[src/rtl/mips_integer_core_step_macros.svh]
// assertion macros shared by the core modules
`ifndef MIPS_INTEGER_CORE_STEP_MACROS_SVH
`define MIPS_INTEGER_CORE_STEP_MACROS_SVH

// property must hold every cycle outside reset
`define MICS_ASSERT(label, prop, msg) \
  label: assert property (@(posedge clk) disable iff (rst) (prop)) else $error(msg);

// antecedent implies consequent in the next cycle
`define MICS_ASSERT_NEXT(label, ante, cons, msg) \
  label: assert property (@(posedge clk) disable iff (rst) (ante) |=> (cons)) else $error(msg);

`endif

[src/rtl/mics_pkg.sv]
// ----------------------------------------------------------------------------
// mics_pkg
// types, codes and helpers shared by the integer core modules
// ----------------------------------------------------------------------------
package mics_pkg;

  localparam logic [31:0] RESET_PC    = 32'hBFC0_0000;
  localparam logic [31:0] TRAP_VECTOR = 32'h8000_0180;
  localparam logic [31:0] IRQ_VECTOR  = 32'h8000_0200;
  localparam logic [31:0] EXC_MASK    = 32'h0000_007C;
  localparam logic [31:0] SEG_MASK    = 32'hF000_0000;
  localparam logic [31:0] JIDX_MASK   = 32'h03FF_FFFF;
  localparam int          QUEUE_DEPTH = 2;

  localparam logic [1:0] OP_EXEC  = 2'd0;
  localparam logic [1:0] OP_LOAD  = 2'd1;
  localparam logic [1:0] OP_IRQ   = 2'd2;
  localparam logic [1:0] OP_CHECK = 2'd3;

  localparam logic [1:0] EXC_NONE    = 2'd0;
  localparam logic [1:0] EXC_SYSCALL = 2'd1;
  localparam logic [1:0] EXC_BREAK   = 2'd2;
  localparam logic [1:0] EXC_IRQ     = 2'd3;

  localparam logic [4:0] CP0_STATUS = 5'd12;
  localparam logic [4:0] CP0_CAUSE  = 5'd13;
  localparam logic [4:0] CP0_EPC    = 5'd14;

  // instruction classes found by the front end
  localparam logic [1:0] CLS_SIMPLE = 2'd0;
  localparam logic [1:0] CLS_MUL    = 2'd1;
  localparam logic [1:0] CLS_DIV    = 2'd2;

  typedef struct packed {
    logic [1:0]  operation;
    logic [31:0] instruction;
    logic [63:0] load_data;
    logic [2:0]  irq_line;
  } in_beat_t;

  typedef struct packed {
    logic [31:0] fetch_pc;
    logic        mem_request;
    logic        mem_write;
    logic [31:0] mem_address;
    logic [1:0]  mem_size;
    logic [63:0] mem_store_data;
    logic        load_waiting;
    logic [1:0]  exception_kind;
  } out_beat_t;

  // queue entry: beat plus the class and divide sign the front end found
  typedef struct packed {
    in_beat_t   beat;
    logic [1:0] cls;
    logic       div_signed;
  } cmd_t;

  function automatic logic [63:0] sx32(input logic [31:0] v);
    return {{32{v[31]}}, v};
  endfunction

  function automatic logic lt_s(input logic [63:0] a, input logic [63:0] b);
    return $signed(a) < $signed(b);
  endfunction

endpackage

[src/rtl/mics_front.sv]
// ----------------------------------------------------------------------------
// mics_front
// accepts beats, classifies them and feeds a short queue to the back end
// ----------------------------------------------------------------------------
module mics_front #(
  parameter int Depth = mics_pkg::QUEUE_DEPTH
) (
  input  logic              clk,
  input  logic              rst,
  input  logic              in_valid,
  output logic              in_stall,
  input  mics_pkg::in_beat_t in_data,
  output logic              q_valid,
  input  logic              q_pop,
  output mics_pkg::cmd_t    q_data
);
  import mics_pkg::*;

  localparam int AW = (Depth > 1) ? $clog2(Depth) : 1;

  cmd_t              mem [Depth];
  logic [AW-1:0]     wptr;
  logic [AW-1:0]     rptr;
  logic [AW:0]       count;
  cmd_t              cmd_in;
  logic              push;
  logic [5:0]        opc;
  logic [5:0]        fn;

  assign opc = in_data.instruction[31:26];
  assign fn  = in_data.instruction[5:0];

  always_comb begin
    cmd_in            = '0;
    cmd_in.beat       = in_data;
    cmd_in.cls        = CLS_SIMPLE;
    cmd_in.div_signed = 1'b0;
    if (in_data.operation == OP_EXEC && opc == 6'h00) begin
      if (fn == 6'h18 || fn == 6'h19) begin
        cmd_in.cls = CLS_MUL;
      end else if (fn == 6'h1A || fn == 6'h1B) begin
        cmd_in.cls        = CLS_DIV;
        cmd_in.div_signed = (fn == 6'h1A);
      end
    end
  end

  assign in_stall = (count == (AW+1)'(Depth)) ? 1'b1 : 1'b0;
  assign push     = in_valid && !in_stall;
  assign q_valid  = (count != '0);
  assign q_data   = mem[rptr];

  always_ff @(posedge clk) begin
    if (push) begin
      mem[wptr] <= cmd_in;
    end
  end

  always_ff @(posedge clk) begin
    if (rst) begin
      wptr  <= '0;
      rptr  <= '0;
      count <= '0;
    end else begin
      if (push) begin
        wptr <= (wptr == AW'(Depth - 1)) ? '0 : wptr + 1'b1;
      end
      if (q_pop) begin
        rptr <= (rptr == AW'(Depth - 1)) ? '0 : rptr + 1'b1;
      end
      count <= count + (AW+1)'(push) - (AW+1)'(q_pop);
    end
  end

  `include "mips_integer_core_step_macros.svh"
  `MICS_ASSERT(a_no_overflow, !(push && count == (AW+1)'(Depth)), "queue overflow")
  `MICS_ASSERT(a_no_underflow, !(q_pop && count == '0), "queue underflow")
  `MICS_ASSERT_NEXT(a_count_push, push && !q_pop, count == $past(count) + 1'b1, "count lost push")

endmodule

[config.mk]
export PLATFORM = sky130hd
export DESIGN_NAME = mics_front
export DESIGN_NICKNAME = d
export VERILOG_FILES = /design/src/rtl/mics_pkg.sv /design/src/rtl/mics_front.sv
export VERILOG_INCLUDE_DIRS = /design/src /design/src/rtl
export SDC_FILE = /design/constraint.sdc
export NUM_CORES = 1
export LEC_CHECK = 0
export ABC_AREA = 1
export BUFFER_PORTS_ARGS = -buffer_cell sky130_fd_sc_hd__buf_2
export CORE_ASPECT_RATIO = 1.2
export CORE_UTILIZATION = 50
export CTS_BUF_LIST = sky130_fd_sc_hd__clkbuf_2 sky130_fd_sc_hd__clkbuf_4 sky130_fd_sc_hd__clkbuf_8
export CTS_CLUSTER_DIAMETER = 150
export DETAILED_ROUTE_END_ITERATION = 8
export PLACE_DENSITY = 0.76
export SLEW_MARGIN = 5
export SYNTH_ARGS = -nofsm -noshare
export SYNTH_HDL_FRONTEND = slang
export SYNTH_SLANG_ARGS = --single-unit
[constraint.sdc]
create_clock -name clk -period 15.2 [get_ports clk]
set_clock_uncertainty 0.2 [all_clocks]
set_input_delay 1.52 -clock clk [delete_from_list [all_inputs] [get_ports clk]]
set_output_delay 1.52 -clock clk [all_outputs]
set_load 0.01 [all_outputs]
**Word-level counts from Yosys, hierarchy flattened**

Memory sizes are Yosys's and may differ from the RTL's. A register that Yosys moved wholly into a read port is not among the register bits.
Cells that the tools add are included.

- Bits in registers: 4
- RAM bits: 208
- Input bits: 105
- Output and inout bits: 106
- Word-level logic and storage cells: 32
- Memories: 1

- Add/sub/neg operators: 4
- Equal/unequal tests: 5
- Multiplexer cells: 11
- Reductions and logical operators: 8

Memory list:

| memory | depth | bits a word | rd ports | clocked after memory_dff | wr ports | line | source |
|---|---|---|---|---|---|---|---|
| mem | 2 | 104 | 1 | 1 | 1 | mics_front.sv:21 | `cmd_t mem [Depth];` |

Operators by type and width:

| cell | number |
|---|---|
| == test 6 x 5 -> 1 bit (second input constant) | 4 |
| two-way mux 1 bit | 8 |
| zero test 6 bit | 1 |
| two-way mux 3 bit | 2 |
| adder 1 bit (second input constant) | 2 |
| adder 2 x 1 -> 2 bit | 1 |
| == test 2 bit (second input constant) | 1 |
| logical AND 1 bit | 2 |
| zero test 2 bit | 1 |
| logical OR 1 bit | 2 |
| two-way mux 2 bit | 1 |
| nonzero test 2 bit | 1 |
| subtractor 2 x 1 -> 2 bit | 1 |
| zero test 1 bit | 1 |

**Depth between registers and ports, before layout**

- Depth in word-level cells: 6
- Mapped depth: 12
- Mapped depth without buffers: 12

**Least setup slack after synthesis**

Ideal clock, no wire load.

- Path type: input-to-reg
- Start point: input in_valid
- End point: memory mem[0][0] in the netlist's numbering (enable)
- Library setup time: 0.568 ns
- Arrival: 6.100 ns
- Setup slack: 8.332 ns
- Stages on the path: 4
- Buffers on the path: 0
- Cells stage by stage: inv_1 -> nor2_1 -> inv_1 -> nor2_1

- Cells in the longest elaborated chain, start to end: 3

RTL lines:

| item | line | source |
|---|---|---|
| start: declaration | mics_front.sv:10 | `input logic in_valid,` |
| logical AND 1 bit | mics_front.sv:49 | `assign push = in_valid && !in_stall;` |
| two-way mux 1 bit | mics_front.sv:54 | `if (push) begin` |
| two-way mux 1 bit (not written as such) | mics_front.sv:55 | `mem[wptr] <= cmd_in;` |
| end: declaration | mics_front.sv:21 |  |

No other way between the ends.

==> reports/metrics.yaml <==
floorplanning:
  die_w_microns: 118.0
  start_util_pct: 51.37
  die_area_sq_um: 16650
  core-area_sq_um: 15700
  die_h_microns: 141.1
  io-pin-count: 211
  row_count: 50
cts:
  holdBufCountCts: 0
  path_clk_slew_ns: 0.06
  cts_max_level: 2
  cts_sinks: 213
  clock_latency_ns: 0.48
  cts_setup_buffers: 0
  cts_tree: "done"
  cts_made_buffers: 34
  cts_resized: 0
  clockBufferDepth: 3
  root_buffer: "clkbuf_8"
routing:
  drc: 0
  postRouteAntennaNets: 0
  viasPerCell: 4.872
  routed_wl_mm: 14.37
  drt-initial-drc-count: 265
  vias: 4107
  first_pass_iters: 4
  avgRoutedWirePerCell_microns: 17.04
sta:
  relSlewSlack_pct: 29.99
  rsz0062_at_grt: "no"
  finalMaxSlewViolations: 0
  hold_viol: 0
  fin_crit_sh_pct: 29.87
  finalSetupViolCount: 0
  max_freq_ghz: 0.2202
  worstMarginPinSlew_ns: 1.050
  setup_tns_ns: 0
  final.min_clock_period_ns: 4.541
setup_path:
  r2r_start: "count[1]$_SDFF_PP0_"
  crit_fanout: 68
  crit_arrival_ns: 2.82
  cp.required_ns: 13.48
  criticalPathCategory: "flop to output pin"
  reg2reg_depth: 6
  r2r-end: "mem[0][87]$_DFFE_PP_"
  cp-end-kind: "output pin"
  r2r_slack_ns: 12.55
  crit_path_start_kind: "flop"
status:
  status: "finished, final reports clean"
min_path:
  holdPathStages: 2
  hold_path_end: "rptr$_SDFFE_PP0P_"
  holdCritStartpoint: "rptr$_SDFFE_PP0P_"
  min-delay-path-class: "flop to flop"
pwr:
  power_w: 0.001346
  p_per_area_nw_per_um2: 135.6
  leakagePower_nw: 3.920
  ir_worst_vdd_mv: 0.1105
synthesis:
  synth_ff_type: "edfxtp_1"
  yosys.area.top_type_share_pct: 77.43
  synth.distinct_cells: 16
  synth-simple-area-share_pct: 1.520
  synth_top_area_cell: "edfxtp_1"
  synthArstFlopShare_pct: 0
  synth_compound_area_share_pct: 0.06204
  synth_top_family_by_area: "multiplexers"
  netlist_area_sq_um: 8066
  yosysSeqAreaShare_pct: 78.67
  synth.mux.area_fraction_pct: 17.31
  synth_xor_area_share_pct: 0.1086
  synthTopCellsByArea: "edfxtp_1, mux2_4, mux2_2"
  ys_ff_latch: 213
  syn_area_per_cell_sq_um: 21.40
  synthCells: 377
  ys.warnings.count: 0
  synth-adder-area-share_pct: 0.3102
  syn-num-nets: 484
  synth_edf_count: 208
global_route:
  grt_use_total_pct: 16.95
  grt_pass1_wl_mm: 21.93
  antenna_found_initial: 1
  grt.overflow.total: 0
  grt_pass1_vias: 4451
  grt_max_degree: 69
placement:
  dp_hpwl_mm: 9.515
  gp_congestion: 0.7350
  port_buffers: 210
cells_and_area:
  fillers: 1128
  multi_input_area_sq_um: 1565
  seqCellArea_sq_um: 6350
  final_nets: 722
  syn2layout_area_growth_pct: 23.05
  drive_above_1_share_pct: 58.36
job:
  drv_cap: 0
[per-layer routing]
| metal | up-vias | global-route usage [%] | share of wire [%] |
|---|---|---|---|
| met5 | - | 0 | 0 |
| met2 | 164 | 29.91 | 52 |
| met4 | 0 | 7.692 | 2.8 |
| met1 | 1976 | 18.51 | 38 |
| li1 | 1936 | - | - |
| met3 | 31 | 5.623 | 7.2 |
[state kept, by name, summed over array words and instances (netlist names), named ones only]
signal and count:
count 2, rptr 1, wptr 1, mem 208
[cell families after synthesis]
| logic type | count (synthesis) |
|---|---|
| AOI/OAI and AO/OA | 1 |
| muxes | 104 |
| and+or+nand+nor | 31 |
| buffers and inverters | 25 |
| adders and majority gates | 2 |
| xor gates and xnor gates | 1 |
| DFF | 213 |
[worst max-delay path by stage]
| stage | from | endpoint | slack [ns] |
|---|---|---|---|
| after floorplan | in_valid | mem[0][0]$_DFFE_PP_ | 8.33 |
| after global placement | flop | q_data[67] | 11.18 |
| after detailed placement | flop | q_data[0] | 11.12 |
| after CTS | flop | q_data[0] | 10.62 |
| after global routing | flop | q_data[67] | 10.50 |
| final | flop | q_data[0] | 10.66 |
[cell type report]
cell class,count,area share (%)
clock inverters,8,0.3151
repair buffers,214,10.89
flip-flops and latches,213,63.97
inverters,13,0.5168
well taps,208,2.622
clock buffers,47,5.887
diodes,1,0.02521
multi-input cells,139,15.77
[synthesized netlist by cell type, types with 2 or more instances]
| library cell | count |
|---|---|
| ha_1 | 2 |
| dfxtp_1 | 5 |
| nand2_1 | 9 |
| mux2_4 | 60 |
| buf_2 | 4 |
| nor2_1 | 18 |
| nand3_1 | 2 |
| inv_1 | 13 |
| mux2_2 | 44 |
| edfxtp_1 | 208 |
| buf_6 | 7 |
[power breakdown]
group	internal, W	total (W)	switching [W]
combinational	0.0000879	0.000180	0.0000920
clock	0.000245	0.000444	0.000198
sequential	0.000704	0.000722	0.0000175
[critical path, cell delays in order, from the launching register on]
cell	delay, ns
dfxtp_4	0.79
buf_4	0.88
mux2_2	0.43
buf_2	0.14
[metrics by stage]
| stage | setup slack [ns] | instances | utilization, % | cell area (sq um) | hold slack (ns) |
|---|---|---|---|---|---|
| floorplan | 8.332 | 377 | - | 8066 | 0.2789 |
| finish | 10.66 | 843 | 63.21 | 9926 | 0.3271 |
| detailed placement | 11.12 | 787 | 59.27 | 9308 | 0.3228 |
| global route | 10.50 | 843 | 63.21 | 9926 | 0.3832 |
| global placement | 11.18 | 787 | 59.27 | 9308 | 0.2947 |
| CTS | 10.62 | 842 | 63.20 | 9923 | 0.3375 |
[placed cells by master (no fill, tap or decap), types with 7 or more instances in the layout]
master,instances
mux2_2,44
edfxtp_1,208
clkbuf_4,10
inv_1,12
buf_2,210
clkinv_1,7
nor2_1,17
clkbuf_8,37
nand2_1,9
mux2_4,60
Power figures use the tool's default switching activity.
